`config.mk`:
```
export PLATFORM = sky130hd
export DESIGN_NAME = uri_component_percent_decoder_flat
export DESIGN_NICKNAME = d
export VERILOG_FILES = /design/src/design/ucpd_pkg.sv /design/src/design/ucpd_if.sv /design/src/design/ucpd_core.sv /design/src/design/ucpd_out_reg.sv /design/src/design/uri_component_percent_decoder.sv /design/src/flat_wrapper.sv
export VERILOG_INCLUDE_DIRS = /design/src /design/src/design
export SDC_FILE = /design/constraint.sdc
export NUM_CORES = 1
export LEC_CHECK = 0
export BUFFER_PORTS_ARGS = -buffer_cell sky130_fd_sc_hd__buf_4
export CAP_MARGIN = 40
export CORE_MARGIN = 2
export CORE_UTILIZATION = 60
export CTS_BUF_LIST = sky130_fd_sc_hd__clkbuf_4
export CTS_CLUSTER_SIZE = 8
export DETAILED_ROUTE_END_ITERATION = 10
export PLACE_DENSITY = 0.89
export SLEW_MARGIN = 20
export SYNTH_ARGS = -nofsm -noshare
export SYNTH_HDL_FRONTEND = slang
export SYNTH_SLANG_ARGS = --single-unit
```
`constraint.sdc`:
```
create_clock -name clk_i -period 6.4 [get_ports clk_i]
set_clock_uncertainty 0.2 [all_clocks]
set_input_delay 1.28 -clock clk_i [delete_from_list [all_inputs] [get_ports clk_i]]
set_output_delay 1.28 -clock clk_i [all_outputs]
set_load 0.05 [all_outputs]
```
`src/design/assert_macros.svh`:
```
// Assertion macros for the decoder RTL.
// Included by ucpd_core, the module that carries concurrent checks; no other dependencies.
`ifndef ASSERT_MACROS_SVH
`define ASSERT_MACROS_SVH

// Clocked check, held off while reset is asserted.
`define ASSERT_CLK(lbl, prop, msg) \
  lbl: assert property (@(posedge clk_i) disable iff (!rst_ni) (prop)) else $error(msg);

// Clocked check that also holds during reset.
`define ASSERT_CLK_ALWAYS(lbl, prop, msg) \
  lbl: assert property (@(posedge clk_i) (prop)) else $error(msg);

`endif

```
`src/design/ucpd_pkg.sv`:
```
// Package for the URI component percent decoder: widths, character codes,
// phase and status enums, result struct and small character classifiers.
`timescale 1ns / 1ps
`default_nettype none

package ucpd_pkg;

  localparam int unsigned CharW  = 8;
  localparam int unsigned FieldW = 12;
  localparam int unsigned NibW   = 4;

  localparam logic [FieldW-1:0] FIELD_MAX = '1;

  localparam logic [CharW-1:0] CH_NUL   = 8'h00;
  localparam logic [CharW-1:0] CH_SLASH = 8'h2F;
  localparam logic [CharW-1:0] CH_QUEST = 8'h3F;
  localparam logic [CharW-1:0] CH_HASH  = 8'h23;
  localparam logic [CharW-1:0] CH_PCT   = 8'h25;
  localparam logic [CharW-1:0] CH_TILDE = 8'h7E;
  localparam logic [CharW-1:0] CH_SPACE = 8'h20;
  localparam logic [CharW-1:0] CH_DOT   = 8'h2E;

  typedef enum logic [1:0] {
    PH_NONE,
    PH_HIGH,
    PH_LOW
  } phase_e;

  typedef enum logic [1:0] {
    ST_OK      = 2'd0,
    ST_DOTDOT  = 2'd1,
    ST_BAD_ESC = 2'd2
  } status_e;

  typedef struct packed {
    logic              byte_valid;
    logic [CharW-1:0]  out_byte;
    logic [FieldW-1:0] dots_before;
    logic              done_res;
    status_e           status;
    logic [FieldW-1:0] warnings;
    logic [FieldW-1:0] consumed;
  } result_t;

  // {valid, nibble}
  function automatic logic [NibW:0] hex_decode(input logic [CharW-1:0] ch);
    logic [NibW:0] r;
    r = '0;
    if (ch >= 8'h30 && ch <= 8'h39) begin
      r = {1'b1, ch[NibW-1:0]};
    end else if ((ch >= 8'h41 && ch <= 8'h46) || (ch >= 8'h61 && ch <= 8'h66)) begin
      r = {1'b1, NibW'(ch[NibW-1:0] + 4'd9)};
    end
    return r;
  endfunction

  function automatic logic is_reserved(input logic [CharW-1:0] ch);
    logic r;
    r = 1'b0;
    case (ch)
      8'h3A, 8'h5B, 8'h5D, 8'h40, 8'h21, 8'h24, 8'h26, 8'h27,
      8'h28, 8'h29, 8'h2A, 8'h2B, 8'h2C, 8'h3B, 8'h3D: r = 1'b1;
      default: r = 1'b0;
    endcase
    return r;
  endfunction

  function automatic logic is_stop(input logic [CharW-1:0] ch);
    return (ch == CH_NUL) || (ch == CH_SLASH) || (ch == CH_QUEST) || (ch == CH_HASH);
  endfunction

endpackage

`default_nettype wire

```
`src/design/ucpd_if.sv`:
```
// Valid/ready stream interfaces for the decoder: raw character beats in,
// result beats out. Depends on ucpd_pkg.
`timescale 1ns / 1ps
`default_nettype none

interface ucpd_in_if;
  logic                        valid;
  logic                        ready;
  logic [ucpd_pkg::CharW-1:0]  char_in;
  logic                        is_last;

  modport source (output valid, char_in, is_last, input ready);
  modport sink   (input valid, char_in, is_last, output ready);
endinterface

interface ucpd_out_if;
  logic                        valid;
  logic                        ready;
  logic                        byte_valid;
  logic [ucpd_pkg::CharW-1:0]  out_byte;
  logic [ucpd_pkg::FieldW-1:0] dots_before;
  logic                        done_res;
  ucpd_pkg::status_e           status;
  logic [ucpd_pkg::FieldW-1:0] warnings;
  logic [ucpd_pkg::FieldW-1:0] consumed;

  modport source (output valid, byte_valid, out_byte, dots_before, done_res, status,
                  warnings, consumed, input ready);
  modport sink   (input valid, byte_valid, out_byte, dots_before, done_res, status,
                  warnings, consumed, output ready);
endinterface

`default_nettype wire

```
`src/design/ucpd_core.sv`:
```
// Input register, component state and single-pass decode logic.
// Depends on ucpd_pkg and assert_macros.svh.
`timescale 1ns / 1ps
`default_nettype none

`include "assert_macros.svh"

module ucpd_core #(
  parameter int unsigned MAX_LEN = 4095
) (
  input  logic                       clk_i,
  input  logic                       rst_ni,
  input  logic                       in_valid_i,
  output logic                       in_ready_o,
  input  logic [ucpd_pkg::CharW-1:0] in_char_i,
  input  logic                       in_last_i,
  output logic                       res_valid_o,
  input  logic                       res_ready_i,
  output ucpd_pkg::result_t          res_o
);

  localparam int unsigned CntW = $clog2(MAX_LEN + 1);
  localparam logic [CntW-1:0] CNT_MAX = CntW'(MAX_LEN);

  function automatic logic [CntW-1:0] sat_inc(input logic [CntW-1:0] v);
    return (v < CNT_MAX) ? v + 1'b1 : CNT_MAX;
  endfunction

  function automatic logic [ucpd_pkg::FieldW-1:0] cap_field(input logic [CntW-1:0] v);
    return (32'(v) > 32'(ucpd_pkg::FIELD_MAX)) ? ucpd_pkg::FIELD_MAX
                                                : ucpd_pkg::FieldW'(v);
  endfunction

  // input register
  logic                       s1_valid_q;
  logic [ucpd_pkg::CharW-1:0] s1_char_q;
  logic                       s1_last_q;

  // component state
  ucpd_pkg::phase_e             phase_q, phase_d;
  logic [ucpd_pkg::NibW-1:0]    nib_q, nib_d;
  logic [CntW-1:0]              held_q, held_d;
  logic                         only_q, only_d;
  logic [ucpd_pkg::FieldW-1:0]  warn_q, warn_d;
  logic [CntW-1:0]              pos_q, pos_d;
  logic                         skip_q, skip_d;

  logic                         advance;
  logic [ucpd_pkg::NibW:0]      hex_c;
  logic                         have_byte;
  logic [ucpd_pkg::CharW-1:0]   dec_byte;
  logic                         done_c;
  logic                         err_c;
  logic                         emit_c;
  logic [CntW-1:0]              consumed_c;
  logic [CntW-1:0]              dots_c;
  ucpd_pkg::status_e            status_c;
  logic [ucpd_pkg::FieldW-1:0]  warn_out;

  always_comb begin
    phase_d    = phase_q;
    nib_d      = nib_q;
    held_d     = held_q;
    only_d     = only_q;
    warn_d     = warn_q;
    pos_d      = pos_q;
    skip_d     = skip_q;
    have_byte  = 1'b0;
    dec_byte   = '0;
    done_c     = 1'b0;
    err_c      = 1'b0;
    emit_c     = 1'b0;
    consumed_c = '0;
    dots_c     = '0;
    status_c   = ucpd_pkg::ST_OK;
    warn_out   = '0;
    hex_c      = ucpd_pkg::hex_decode(s1_char_q);

    if (skip_q) begin
      // drop beats up to the end of the abandoned component
      if (s1_last_q) begin
        skip_d = 1'b0;
      end
    end else begin
      unique case (phase_q)
        ucpd_pkg::PH_NONE: begin
          priority if (ucpd_pkg::is_stop(s1_char_q)) begin
            done_c     = 1'b1;
            consumed_c = pos_q;
          end else if (s1_char_q == ucpd_pkg::CH_PCT) begin
            if (s1_last_q) begin
              err_c      = 1'b1;
              consumed_c = pos_q;
            end else begin
              phase_d = ucpd_pkg::PH_HIGH;
            end
          end else begin
            if (ucpd_pkg::is_reserved(s1_char_q) || s1_char_q <= ucpd_pkg::CH_SPACE ||
                s1_char_q > ucpd_pkg::CH_TILDE) begin
              warn_d = (warn_q != ucpd_pkg::FIELD_MAX) ? warn_q + 1'b1 : warn_q;
            end
            have_byte = 1'b1;
            dec_byte  = s1_char_q;
          end
        end
        ucpd_pkg::PH_HIGH: begin
          consumed_c = (pos_q >= CntW'(1)) ? pos_q - CntW'(1) : '0;
          if (!hex_c[ucpd_pkg::NibW] || s1_last_q) begin
            err_c = 1'b1;
          end else begin
            nib_d   = hex_c[ucpd_pkg::NibW-1:0];
            phase_d = ucpd_pkg::PH_LOW;
          end
        end
        ucpd_pkg::PH_LOW: begin
          consumed_c = (pos_q >= CntW'(2)) ? pos_q - CntW'(2) : '0;
          if (!hex_c[ucpd_pkg::NibW]) begin
            err_c = 1'b1;
          end else begin
            dec_byte  = {nib_q, hex_c[ucpd_pkg::NibW-1:0]};
            have_byte = 1'b1;
            phase_d   = ucpd_pkg::PH_NONE;
          end
        end
        default: begin
          phase_d = ucpd_pkg::PH_NONE;
        end
      endcase

      // hold leading dots until the component shows a non-dot byte
      if (have_byte) begin
        if (only_q && dec_byte == ucpd_pkg::CH_DOT) begin
          held_d    = sat_inc(held_q);
          have_byte = 1'b0;
        end else begin
          emit_c = 1'b1;
          dots_c = held_q;
          held_d = '0;
          only_d = 1'b0;
        end
      end

      if (!done_c && !err_c && s1_last_q) begin
        consumed_c = sat_inc(pos_q);
      end
      pos_d = sat_inc(pos_q);

      if (err_c) begin
        done_c   = 1'b1;
        status_c = ucpd_pkg::ST_BAD_ESC;
      end

      if (done_c || s1_last_q) begin
        done_c = 1'b1;
        if (only_d) begin
          if (held_d == CntW'(2)) begin
            status_c = ucpd_pkg::ST_DOTDOT;
          end
          dots_c = (held_d >= CntW'(3)) ? held_d - CntW'(3) : '0;
        end
        warn_out = warn_d;
        skip_d   = !s1_last_q;
        emit_c   = 1'b1;
        phase_d  = ucpd_pkg::PH_NONE;
        nib_d    = '0;
        held_d   = '0;
        only_d   = 1'b1;
        warn_d   = '0;
        pos_d    = '0;
      end
    end
  end

  assign res_valid_o = s1_valid_q && emit_c;
  assign advance     = s1_valid_q && (res_ready_i || !emit_c);
  assign in_ready_o  = !s1_valid_q || advance;

  always_comb begin
    res_o.byte_valid  = have_byte;
    res_o.out_byte    = have_byte ? dec_byte : '0;
    res_o.dots_before = cap_field(dots_c);
    res_o.done_res    = done_c;
    res_o.status      = status_c;
    res_o.warnings    = warn_out;
    res_o.consumed    = done_c ? cap_field(consumed_c) : '0;
  end

  always_ff @(posedge clk_i or negedge rst_ni) begin
    if (!rst_ni) begin
      s1_valid_q <= 1'b0;
    end else if (in_ready_o) begin
      s1_valid_q <= in_valid_i;
    end
  end

  always_ff @(posedge clk_i) begin
    if (in_valid_i && in_ready_o) begin
      s1_char_q <= in_char_i;
      s1_last_q <= in_last_i;
    end
  end

  always_ff @(posedge clk_i or negedge rst_ni) begin
    if (!rst_ni) begin
      phase_q <= ucpd_pkg::PH_NONE;
      nib_q   <= '0;
      held_q  <= '0;
      only_q  <= 1'b1;
      warn_q  <= '0;
      pos_q   <= '0;
      skip_q  <= 1'b0;
    end else if (advance) begin
      phase_q <= phase_d;
      nib_q   <= nib_d;
      held_q  <= held_d;
      only_q  <= only_d;
      warn_q  <= warn_d;
      pos_q   <= pos_d;
      skip_q  <= skip_d;
    end
  end

  `ASSERT_CLK(a_skip_no_escape, skip_q |-> (phase_q == ucpd_pkg::PH_NONE), "escape pending while skipping")
  `ASSERT_CLK(a_dots_only_held, !only_q |-> (held_q == '0), "dots held after a non-dot byte")
  `ASSERT_CLK(a_mid_result_has_byte, (res_valid_o && !res_o.done_res) |-> res_o.byte_valid, "empty result mid-component")

endmodule

`default_nettype wire

```
`src/design/ucpd_out_reg.sv`:
```
// Result register between the decode logic and the output channel.
// Depends on ucpd_pkg.
`timescale 1ns / 1ps
`default_nettype none

module ucpd_out_reg (
  input  logic              clk_i,
  input  logic              rst_ni,
  input  logic              res_valid_i,
  output logic              res_ready_o,
  input  ucpd_pkg::result_t res_i,
  output logic              out_valid_o,
  input  logic              out_ready_i,
  output ucpd_pkg::result_t out_o
);

  logic              valid_q;
  ucpd_pkg::result_t data_q;

  assign res_ready_o = !valid_q || out_ready_i;
  assign out_valid_o = valid_q;
  assign out_o       = data_q;

  always_ff @(posedge clk_i or negedge rst_ni) begin
    if (!rst_ni) begin
      valid_q <= 1'b0;
    end else if (res_ready_o) begin
      valid_q <= res_valid_i;
    end
  end

  always_ff @(posedge clk_i) begin
    if (res_valid_i && res_ready_o) begin
      data_q <= res_i;
    end
  end

endmodule

`default_nettype wire

```
`src/design/uri_component_percent_decoder.sv`:
```
// URI component percent decoder, top level.
// Channels: in_i takes one raw character beat (char_in, is_last) per handshake;
//   out_o gives at most one result beat per input beat.
// Each beat decodes %XY escapes, counts warnings for plain reserved or
//   non-printable characters and holds leading dots back; the beat that ends
//   a component carries done_res, status, warnings and consumed.
// Path: a result beat passes through the input register and then the result
//   register before it is valid on out_o.
// Throughput: one beat per cycle unless out_o stalls; the decode state update
//   is a single pass of short logic between the input and result registers.
// Beats that produce no result (held dots, first escape digits, skipped tail
//   after a stop) leave the pipeline without a result beat.
// Reset: clears all beats in flight and returns to the start of a component.
// Stall: while out_o is held, the result register keeps its beat; beats that
//   give no result still pass through the input register, and in_i.ready
//   drops once the input register holds a beat that has a result.
// MAX_LEN: saturation point of the position and held-dot counters.
`timescale 1ns / 1ps
`default_nettype none

module uri_component_percent_decoder #(
  parameter int unsigned MAX_LEN = 4095
) (
  input  logic       clk_i,
  input  logic       rst_ni,
  ucpd_in_if.sink    in_i,
  ucpd_out_if.source out_o
);

  logic              res_valid;
  logic              res_ready;
  ucpd_pkg::result_t res;
  ucpd_pkg::result_t out_data;

  // decode each beat against the component state
  ucpd_core #(
    .MAX_LEN (MAX_LEN)
  ) u_core (
    .clk_i       (clk_i),
    .rst_ni      (rst_ni),
    .in_valid_i  (in_i.valid),
    .in_ready_o  (in_i.ready),
    .in_char_i   (in_i.char_in),
    .in_last_i   (in_i.is_last),
    .res_valid_o (res_valid),
    .res_ready_i (res_ready),
    .res_o       (res)
  );

  // hold the result beat until the sink takes it
  ucpd_out_reg u_out_reg (
    .clk_i       (clk_i),
    .rst_ni      (rst_ni),
    .res_valid_i (res_valid),
    .res_ready_o (res_ready),
    .res_i       (res),
    .out_valid_o (out_o.valid),
    .out_ready_i (out_o.ready),
    .out_o       (out_data)
  );

  assign out_o.byte_valid  = out_data.byte_valid;
  assign out_o.out_byte    = out_data.out_byte;
  assign out_o.dots_before = out_data.dots_before;
  assign out_o.done_res    = out_data.done_res;
  assign out_o.status      = out_data.status;
  assign out_o.warnings    = out_data.warnings;
  assign out_o.consumed    = out_data.consumed;

endmodule

`default_nettype wire

```
`src/flat_wrapper.sv`:
```
// flat-port wrapper written by rule: the top's interface ports become plain ports
module uri_component_percent_decoder_flat 
#(
  parameter int unsigned MAX_LEN = 4095
)
  (clk_i, rst_ni, in_i_valid, in_i_char_in, in_i_is_last, in_i_ready, out_o_valid, out_o_byte_valid, out_o_out_byte, out_o_dots_before, out_o_done_res, out_o_status, out_o_warnings, out_o_consumed, out_o_ready);
  ucpd_in_if in_i_i ();
  ucpd_out_if out_o_i ();
  input  logic clk_i;
  input  logic rst_ni;
  input wire logic [$bits(in_i_i.valid)-1:0] in_i_valid;
  input wire logic [$bits(in_i_i.char_in)-1:0] in_i_char_in;
  input wire logic [$bits(in_i_i.is_last)-1:0] in_i_is_last;
  output wire logic [$bits(in_i_i.ready)-1:0] in_i_ready;
  output wire logic [$bits(out_o_i.valid)-1:0] out_o_valid;
  output wire logic [$bits(out_o_i.byte_valid)-1:0] out_o_byte_valid;
  output wire logic [$bits(out_o_i.out_byte)-1:0] out_o_out_byte;
  output wire logic [$bits(out_o_i.dots_before)-1:0] out_o_dots_before;
  output wire logic [$bits(out_o_i.done_res)-1:0] out_o_done_res;
  output wire logic [$bits(out_o_i.status)-1:0] out_o_status;
  output wire logic [$bits(out_o_i.warnings)-1:0] out_o_warnings;
  output wire logic [$bits(out_o_i.consumed)-1:0] out_o_consumed;
  input wire logic [$bits(out_o_i.ready)-1:0] out_o_ready;
  assign in_i_i.valid = in_i_valid;
  assign in_i_i.char_in = in_i_char_in;
  assign in_i_i.is_last = in_i_is_last;
  assign in_i_ready = in_i_i.ready;
  assign out_o_valid = out_o_i.valid;
  assign out_o_byte_valid = out_o_i.byte_valid;
  assign out_o_out_byte = out_o_i.out_byte;
  assign out_o_dots_before = out_o_i.dots_before;
  assign out_o_done_res = out_o_i.done_res;
  assign out_o_status = out_o_i.status;
  assign out_o_warnings = out_o_i.warnings;
  assign out_o_consumed = out_o_i.consumed;
  assign out_o_i.ready = out_o_ready;
  uri_component_percent_decoder #(.MAX_LEN(MAX_LEN)) u_core (.clk_i(clk_i), .rst_ni(rst_ni), .in_i(in_i_i), .out_o(out_o_i));
endmodule
```
Yosys cells after proc, flatten, opt, wreduce, memory -nomap -nowiden --
Cells that the tools add are included.
Operators by class: add/subtract/negate cells 7, magnitude comparators 13, eq/ne operators 30, multiplexer cells 82, bitwise operators 4, reductions and logical operators 38
Operator list (number):
- 2-to-1 mux 12 bit | 24
- == test 8 x 6 -> 1 bit (second input constant) | 17
- adder 12 x 1 -> 12 bit (second input constant) | 3
- case mux 12 bit (3 select lines) | 1
- 2-to-1 mux 1 bit | 34
- 2-to-1 mux 8 bit | 4
- == test 8 x 7 -> 1 bit (second input constant) | 3
- greater-or-equal comparator 12 x 2 -> 1 bit (second input constant) | 2
- less-than comparator 12 bit (second input constant) | 2
- subtractor 12 x 2 -> 12 bit (second input constant) | 2
- 2-to-1 mux 2 bit | 10
- greater-or-equal comparator 8 x 7 -> 1 bit (second input constant) | 2
- <= comparator 8 x 6 -> 1 bit (second input constant) | 2
- <= comparator 8 x 7 -> 1 bit (second input constant) | 2
- case mux 8 bit (2 select lines) | 1
- inequality test 3 bit (second input constant) | 5
- OR reduction 15 bit | 1
- == test 12 x 2 -> 1 bit (second input constant) | 1
- greater-or-equal comparator 12 x 1 -> 1 bit (second input constant) | 1
- 2-to-1 mux 4 bit | 3
- inequality test 12 bit (second input constant) | 1
- subtractor 12 x 1 -> 12 bit (second input constant) | 1
- logical OR 1 bit | 11
- logical AND 1 bit | 10
- other kinds (19) | 31
Storage, ports and cells: register bits 103, output and inout bits 50, logic and storage cells 192

Logic depth before layout (Yosys ltp) --
Gate-level depths: netlist of run 1.
word-level depth 20, depth in mapped cells 16

By module --
From an unflattened synthesis of run 1, not the netlist that was laid out.
Second synthesis, totals: cells, all modules 792, area, all modules 6994.2 um2
By module, submodules not included:
- ucpd_core | times used 1, cells each 740, area each 5499.0 um2
- ucpd_out_reg | times used 1, cells each 52, area each 1495.2 um2

Worst setup path after synthesis of run 1 --
Ideal clock, no wire load.
kind flip-flop to flip-flop, from register u_core.u_core.s1_char_q[0] in the netlist's numbering, to register u_core.u_out_reg.data_q (netlist bit u_core.u_out_reg.out_o[0]), enable pin, setup time 454 ps, arrival 4634 ps, data required time 5746 ps, slack 1112 ps, cell stages (with the launch flop) 13, path buffers 1, cells stage by stage edfxtp_1 -> inv_1 -> ha_1 -> mux2_2 -> a21oi_1 -> a31oi_1 -> a31oi_1 -> o21a_1 -> buf_6 -> nand2_1 -> inv_1 -> o21ai_1 -> nor2_1
Between the ends: cells in the longest elaborated chain, start to end 17
RTL lines:
- start, declared | line ucpd_core.sv:36 | logic [ucpd_pkg::CharW-1:0] s1_char_q;
- start signal, assigned | line ucpd_core.sv:198 | s1_char_q <= in_char_i;
- parallel branches: the longest is 13 deep, another holds greater-or-equal comparator 8 x 7 -> 1 bit
- 2-to-1 mux 1 bit * | line ucpd_core.sv:153 | if (done_c || s1_last_q) begin
- 2-to-1 mux 1 bit * | line ucpd_core.sv:79 | if (skip_q) begin
- logical AND 1 bit * | line ucpd_core.sv:174 | assign res_valid_o = s1_valid_q && emit_c;
- logical AND 1 bit * | line ucpd_out_reg.sv:33 | if (res_valid_i && res_ready_o) begin
- end signal, assigned | line ucpd_out_reg.sv:34 | data_q <= res_i;
- end, declared | line ucpd_out_reg.sv:18 | ucpd_pkg::result_t data_q;
Mark *: on every way between the ends. The select of a mux whose other input is x is not followed. A chain may end at the register's enable or synchronous reset.

Worst setup path after layout of run 1 --
from register u_core.u_core.s1_char_q[1] in the netlist's numbering, to output port in_i_ready
Between the ends: cells in the longest elaborated chain, start to end 19
RTL lines:
- parallel branches: the longest is 13 deep, another holds greater-or-equal comparator 8 x 7 -> 1 bit
- 2-to-1 mux 1 bit * | line ucpd_core.sv:153
- 2-to-1 mux 1 bit * | line ucpd_core.sv:79
- zero test 1 bit * | line ucpd_core.sv:175 | assign advance = s1_valid_q && (res_ready_i || !emit_c);
- logical OR 1 bit * | line ucpd_core.sv:175
- logical AND 1 bit * | line ucpd_core.sv:175
- logical OR 1 bit * | line ucpd_core.sv:176 | assign in_ready_o = !s1_valid_q || advance;
- end, declared | line flat_wrapper.sv:14 | output wire logic [$bits(in_i_i.ready)-1:0] in_i_ready;
Marks and branches as above.

==> reports/summary.txt, run 1 <==
status -> completed
Die Y-Extent -> 110.7 µm
pre-CTS setup slack -> 0.8301 ns
Worst Path Arrival -> 4.50 ns
Area after DPL -> 7327 µm²
Max VDD drop -> 0.1774 mV
Starting Density -> 62.14%
Setup violations, final -> 0
total iterations of the first detailed-routing run -> 6
setup bufs post-CTS -> 0
internal power -> 944.9 µW
sequential power share -> 53.3%
GRT overflow -> 0
Die ar. -> 12,240 µm²
Clock Power Share -> 21.7%
Initial DRC Count -> 636
PD cells -> 197.8 nW/µm²
Final Cycle Share -> 93.48%
Max Fclk -> 0.1672 GHz
Mean Syn Cell Area -> 9.440 µm²
Post-Syn Area -> 6825 µm²
commonest non-fill, non-tap cells in the layout -> buf_4, nor2_1, nand2_1, edfxtp_1, dfrtp_1
Synthesis Warnings -> 0
startpoint types -> register
Post-Syn Instances -> 723
H-tree levels -> 3
Max-cap violations -> 0
setup TNS -> 0 ns
distinct cell type count after synthesis -> 90
Critical Path RT -> 4.92 ns
top_reg_cell synth -> edfxtp_1
number of flops mapped to enable cells by yosys -> 57
final worst-path setup slack -> 0.4175 ns
I/O Buffers -> 62
I/O pins -> 63
Min Hold Slack -> 0.3522 ns
first-pass GRT wire length -> 29.41 mm
via/cell ratio -> 6.853
Fillers -> 875
Residual DRC -> 0
post-route cell area -> 7452 µm²
CP Class -> reg2out
Synth area leader -> edfxtp_1
slew margin rel. -> 47.88%
RSZ-0062 raised after global routing -> false
Syn Nets -> 752
Max Slew Vio Count -> 0
Clock transition at path regs -> 0.17 ns
Switching Fraction -> 35.88%
largest net degree at the start of global routing -> 47
Clock Latency Late Sink -> 0.52 ns
Core ar. -> 10,980 µm²
Worst Tran Pin Value -> 0.7818 ns
GP Congestion -> 0.9392
commonest non-fill, non-tap cell in the layout -> buf_4
detailed-route via count -> 6,195
Avg WL per Cell -> 20.44 µm
nets@finish -> 788
Async SR Flop Fraction -> 44.66%
Register Area -> 2864 µm²
Area contributors post-synth -> edfxtp_1, dfrtp_1, nor2_1, nand2_1, o21ai_0
layout cell share with drive strength beyond 1 -> 17.80%
R2R Setup Slk -> 1.53 ns
fin crit period -> 5.983 ns
total power draw -> 1.474 mW
DP HPWL -> 13.20 mm
Synth top area share -> 25.08%
Hold WC Path Type -> reg2reg
cts bufs inserted -> 9
Die Wd -> 110.7 µm
Seq/Total Area, Yosys -> 41.96%
Longest Clk Path Bufs -> 2
Leakage Power -> 2.940 nW
root buf cell -> clkbuf_4
CTS sink cnt -> 103
CP endpoint kind -> output pin
footprint of the multi-input gates -> 3666 µm²
initial antenna violation count -> 0
Crit Path Max Fanout -> 24
TritonCTS clock tree -> built
Final ANT Viol Nets -> 0
cell row count -> 38
vias in the first global route -> 5,607
Hold Fails Final Rpt -> 0
Synth Register Bits -> 103
drt total wl -> 18.48 mm
combinational share of power -> 25.0%
area grow syn2layout -> 9.184%
Antenna Cells -> 0
Switching Power -> 528.7 µW
cts hold-fix bufs -> 0
total track usage -> 29.85%
[synthesized netlist by cell type (6+ instances only)]
master    number
a21o_1        12
a211oi_1      11
nand2_1       60
nor2_1        67
dfrtp_1       45
a31oi_1       16
o21ai_0       42
nor4_1         7
o211ai_1       8
a32o_1         6
ha_1          16
clkbuf_1      37
nand2b_1       8
a22o_1        11
o31ai_1       21
inv_1         20
and3_1        17
a21oi_1       34
nor3_1        30
nand4_1        6
mux2i_1       10
a22oi_1        6
xnor2_1       14
edfxtp_1      57
buf_6          6
nand3_1       24
o21ai_1        6
mux2_2         6
nor2b_1        6
[metrics by stage]
stage	utilization [%]	cells
after global placement	66.51	885
after global routing	67.85	904
after detailed placement	66.71	887
after floorplan	-	723
final	67.85	904
after CTS	67.79	903
[state kept, by name (all words and copies together), names as in the netlist]
signal,count
u_core.u_out_reg.out_o,48
u_core.u_core.held_q,12
u_core.u_core.pos_q,12
u_core.u_core.warn_q,12
u_core.u_core.s1_char_q,8
u_core.u_core.nib_q,4
u_core.u_core.phase_q,2
u_core.u_core.only_q,1
u_core.u_core.s1_last_q,1
u_core.u_core.s1_valid_q,1
u_core.u_core.skip_q,1
u_core.u_out_reg.out_valid_o,1
[metal layers]
metal,vias to the layer above,routed length [µm],GRT usage (%)
li1,2830,-,-
met4,0,586,10.67
met3,58,1849,6.014
met1,2943,7449,41.13
met2,364,8593,47.20
met5,-,0,0
[worst paths after layout]
| kind | from | to | cells after the start |
|---|---|---|---|
| min in group asynchronous | rst_ni | u_core.u_core.pos_q[6]$_DFFE_PN0P_ | 1 |
| setup / recovery | u_core.u_core.s1_char_q[1]$_DFFE_PP_ | in_i_ready | 13 |
| hold reg to reg | u_core.u_core.s1_valid_q$_DFFE_PN0N_ | u_core.u_core.skip_q$_DFFE_PN0P_ | 1 |
| setup reg to reg | u_core.u_core.s1_char_q[1]$_DFFE_PP_ | u_core.u_out_reg.out_o[39]$_SDFFCE_PP0P_ | 13 |
| max in group asynchronous | rst_ni | u_core.u_core.warn_q[11]$_DFFE_PN0P_ | 1 |
| hold / removal | u_core.u_core.s1_valid_q$_DFFE_PN0N_ | u_core.u_core.skip_q$_DFFE_PN0P_ | 1 |
[repair_timing]
| action | 4_1_cts | 5_1_grt |
|---|---|---|
| setup endpoints to repair | 0 | 1 |
| endpoints found under the hold margin | 0 | 0 |
| resized for setup | 0 | 1 |
[worst max-delay path: stages, from the launching register on]
cell,delay [ns]
edfxtp_1,0.51
inv_1,0.15
ha_1,0.27
nor3_1,0.36
a211o_1,0.29
nand2_1,0.21
mux2_2,0.36
o221ai_4,0.58
nand2_1,0.11
buf_4,0.25
inv_1,0.17
o21ai_1,0.18
or2_2,0.36
buf_4,0.20
[power groups by stage]
stage	clock network, mW	registers (mW)	logic, mW
global route	0.348	0.791	0.394
CTS	0.325	0.784	0.365
finish	0.320	0.785	0.368
detailed placement	0	0.798	0.364
floorplan	0	0.871	0.182
global placement	0	0.796	0.353
[layout make-up]
cell class                 instances  area share, %
inverter                          20          1.007
tap                              140          2.351
multi-input combinational        552          49.19
sequential                       103          38.43
timing repair buffer              73          7.421
clock buffer                      10          1.007
clock inverter                     6         0.5876
[kinds of logic (layout without fill, tap and decap cells)]
group / after synthesis / after routing / share of synthesized area (%)
compound gates: 240 / 240 / 26.27
xor+xnor: 19 / 19 / 2.438
fa+ha+maj: 16 / 16 / 2.933
buf+inv: 68 / 109 / 4.454
flops: 103 / 103 / 41.96
mux: 17 / 17 / 2.786
simple gates: 260 / 260 / 19.16
Power figures use the tool's default switching activity.
==> inputs of run 2 (changes only) <==
--- a/config.mk
+++ b/config.mk
@@ -17,4 +17,5 @@
 export SLEW_MARGIN = 20
 export SYNTH_ARGS = -nofsm -noshare
 export SYNTH_HDL_FRONTEND = slang
+export SYNTH_HIERARCHICAL = 1
 export SYNTH_SLANG_ARGS = --single-unit
==> reports/summary.txt, run 2 <==
total iterations of the first detailed-routing run -> 6 (unchanged)
commonest non-fill, non-tap cell in the layout -> nand2_1 (was buf_4)
CP top delay family -> compound AO/OA/AOI/OAI gates (unchanged)
layout cell share with drive strength beyond 1 -> 14.51% (was 17.80%)
Final Cycle Share -> 90.46% (was 93.48%)
detailed-route via count -> 6,423 (was 6,195)
Async SR Flop Fraction -> 44.66% (unchanged)
top-count cell post-synth -> nand2_1 (was nor2_1)
Max Fclk -> 0.1727 GHz (was 0.1672 GHz)
Die Y-Extent -> 112.0 µm (was 110.7 µm)
Synth top area share -> 24.47% (was 25.08%)
Switching Fraction -> 36.61% (was 35.88%)
Residual DRC -> 0 (unchanged)
Switching Power -> 585.3 µW (was 528.7 µW)
setup bufs post-CTS -> 0 (unchanged)
Core Util, Final -> 66.75% (was 67.85%)
Crit Path Max Fanout -> 16 (was 24)
Hold WC Path Type -> reg2reg (unchanged)
Largest register FFs -> 48 (unchanged)
CP Cell Sequence -> inv_1 > ha_1 > mux2_1 > a22oi_1 > a21oi_1 > buf_4 > a2111o_1 > a2111o_1 > buf_4 > nand2_2 > a21boi_1 > nand2b_1 > buf_4 (was inv_1 > ha_1 > nor3_1 > a211o_1 > nand2_1 > mux2_2 > o221ai_4 > nand2_1 > buf_4 > inv_1 > o21ai_1 > or2_2 > buf_4)
CP endpoint kind -> output pin (unchanged)
Clock Latency Late Sink -> 0.48 ns (was 0.52 ns)
GP Congestion -> 0.9284 (was 0.9392)
nets@finish -> 843 (was 788)
Max Slew Vio Count -> 0 (unchanged)
delay of the slowest cell on the worst path -> 0.55 ns (was 0.58 ns)
Slowest cell on crit path -> edfxtp_1 (was o221ai_4)
number of flops mapped to enable cells by yosys -> 57 (unchanged)
distinct cell type count after synthesis -> 89 (was 90)
drt total wl -> 19.03 mm (was 18.48 mm)
TritonCTS clock tree -> built (unchanged)
cell row count -> 39 (was 38)
post-route insts no fill -> 965 (was 904)
PD cells -> 209.7 nW/µm² (was 197.8 nW/µm²)
RSZ-0062 raised after global routing -> false (unchanged)
most frequent cells after synthesis -> nand2_1, nor2_1, edfxtp_1 (was nor2_1, nand2_1, edfxtp_1)
total track usage -> 29.97% (was 29.85%)
Critical Path RT -> 4.92 ns (about the same)
Final ANT Viol Nets -> 0 (unchanged)
CP startpoint -> u_core/u_core/s1_char_q[0]$_DFFE_PP_ (was u_core.u_core.s1_char_q[1]$_DFFE_PP_)
first-pass GRT wire length -> 30.30 mm (was 29.41 mm)
Min Hold Slack -> 0.3186 ns (was 0.3522 ns)
Syn Nets -> 820 (was 752)
Clock transition at path regs -> 0.16 ns (was 0.17 ns)
cell count after placement -> 944 (was 887)
CP Buf/Inv Count -> 4 (unchanged)
Worst Path Arrival -> 4.31 ns (was 4.50 ns)
Seq/Total Area, Yosys -> 40.95% (was 41.96%)
cts bufs inserted -> 9 (unchanged)
Max-cap violations -> 0 (unchanged)
top_reg_cell synth -> edfxtp_1 (unchanged)
Area contributors post-synth -> edfxtp_1, dfrtp_1, nand2_1, a21oi_1, nor2_1 (was edfxtp_1, dfrtp_1, nor2_1, nand2_1, o21ai_0)
Worst Tran Pin Value -> 0.8499 ns (was 0.7818 ns)
I/O pins -> 63 (unchanged)
Longest Clk Path Bufs -> 2 (unchanged)
Post-CTS Resized -> 0 (unchanged)
Synthesis Warnings -> 6 (was 0)
Post-Syn Area -> 6994 µm² (was 6825 µm²)
Fillers -> 980 (was 875)
Synth Register Bits -> 103 (unchanged)
HP Start -> u_core/u_core/nib_q[3]$_DFFE_PN0P_ (was u_core.u_core.s1_valid_q$_DFFE_PN0N_)
I/O Buffers -> 62 (unchanged)
Initial DRC Count -> 657 (was 636)
Hold Fails Final Rpt -> 0 (unchanged)
r2r startpoint -> u_core/u_core/s1_char_q[1]$_DFFE_PP_ (was u_core.u_core.s1_char_q[1]$_DFFE_PP_)
Clock Power Share -> 23.3% (was 21.7%)
fin crit period -> 5.790 ns (was 5.983 ns)
CTS sink cnt -> 103 (unchanged)
slew margin rel. -> 42.62% (was 47.88%)
total power draw -> 1.599 mW (was 1.474 mW)
Post-Syn Instances -> 792 (was 723)
sequential power share -> 50.6% (was 53.3%)
Die ar. -> 12,540 µm² (was 12,240 µm²)
area grow syn2layout -> 8.980% (was 9.184%)
Max VDD drop -> 0.1956 mV (was 0.1774 mV)
Die Wd -> 112.0 µm (was 110.7 µm)
Synth area leader -> edfxtp_1 (unchanged)
DP HPWL -> 13.17 mm (was 13.20 mm)
root buf cell -> clkbuf_4 (unchanged)
via/cell ratio -> 6.656 (was 6.853)
initial antenna violation count -> 1 (was 0)
vias in the first global route -> 6,147 (was 5,607)
H-tree levels -> 3 (unchanged)
Setup violations, final -> 0 (unchanged)
commonest non-fill, non-tap cells in the layout -> nand2_1, buf_4, nor2_1, edfxtp_1, a21oi_1 (was buf_4, nor2_1, nand2_1, edfxtp_1, dfrtp_1)
Leakage Power -> 2.974 nW (was 2.940 nW)
Mean Syn Cell Area -> 8.831 µm² (was 9.440 µm²)
internal power -> 1.013 mW (was 944.9 µW)
startpoint types -> register (unchanged)
CP Class -> reg2out (unchanged)
setup TNS -> 0 ns (unchanged)
cts hold-fix bufs -> 0 (unchanged)
GRT overflow -> 0 (unchanged)
Core ar. -> 11,420 µm² (was 10,980 µm²)
Avg WL per Cell -> 19.72 µm (was 20.44 µm)
Critical Path Most Common Cell -> buf_4
combinational share of power -> 26.1% (was 25.0%)
Starting Density -> 61.25% (was 62.14%)
largest net degree at the start of global routing -> 49 (was 47)
status -> completed (unchanged)
## run 2: cell types whose count changed after synthesis, sizes merged, moves of 10 or more
cell | previous run | this run
a21oi | 38 | 55
nand2 | 61 | 75
o21ai | 53 | 69
a21o | 14 | 4
## run 2: path summary, 6_finish.rpt
check / endpoint / slack (ns) / cells after the start
worst max-delay path: in_i_ready / 0.61 / 13
worst min-delay path: u_core/u_core/nib_q[3]$_DFFE_PN0P_ / 0.32 / 2
worst max register to register: u_core/u_out_reg/out_o[32]$_DFFE_PP_ / 1.53 / 14
worst min register to register: u_core/u_core/nib_q[3]$_DFFE_PN0P_ / 0.32 / 2
max in group asynchronous: u_core/u_core/held_q[6]$_DFFE_PN0P_ / 4.97 / 1
min in group asynchronous: u_core/u_core/pos_q[3]$_DFFE_PN0P_ / 0.58 / 1
## run 2: metrics by stage
| stage | setup WS [ns] | area [µm²] |
|---|---|---|
| after global routing | 0.3975 | 7622 |
| after CTS | 0.6407 | 7596 |
| final | 0.6104 | 7622 |
| after floorplan | 1.721 | 6994 |
| after global placement | 1.317 | 7436 |
| after detailed placement | 1.218 | 7443 |
## run 2: area by class of cell
class                   count  area, µm²  area share [%]
diodes                      2      5.005         0.06566
inverters                  25      93.84           1.231
clock inverters             7      85.08           1.116
well taps                 143      178.9           2.347
multi-input cells         602       3774           49.51
repair buffers             74      554.3           7.272
clock buffers               9      67.56          0.8864
flip-flops and latches    103       2864           37.57
## run 2: logic make-up after synthesis
group                      count (synthesis)  synth area share [%]
AOI/OAI and AO/OA                        267                 26.10
xor gates and xnor gates                  24                 3.005
adders and majority gates                 15                 2.683
buffers and inverters                     87                 5.152
DFF                                      103                 40.95
muxes                                      9                 1.360
and+or+nand+nor                          287                 20.75
## run 2: worst reg2reg max path, cell delays in order, from the launching register on
cell	delay [ns]
edfxtp_1	0.49
inv_1	0.18
ha_1	0.35
and4bb_1	0.35
a211oi_1	0.07
o311ai_0	0.72
a211o_1	0.33
a2111o_1	0.15
buf_4	0.23
o21ai_0	0.23
ha_1	0.30
nor2b_1	0.16
o21ai_1	0.14
o21ai_2	0.52
o22ai_1	0.20
## run 2: metal layers
| layer | global-route usage [%] | vias up | wire, µm |
|---|---|---|---|
| met2 | 49.49 | 328 | 9314 |
| met4 | 11.22 | 0 | 400 |
| met5 | 0 | - | 0 |
| met1 | 39.26 | 3051 | 7917 |
| met3 | 6.151 | 32 | 1394 |
| li1 | - | 3012 | - |
## run 2: power groups by stage
stage	Combinational, mW	Clock (mW)	Sequential (mW)
after floorplan	0.220	0	0.895
after global placement	0.401	0	0.818
after detailed placement	0.411	0	0.822
after CTS	0.412	0.382	0.808
after global routing	0.446	0.408	0.816
final	0.418	0.372	0.809
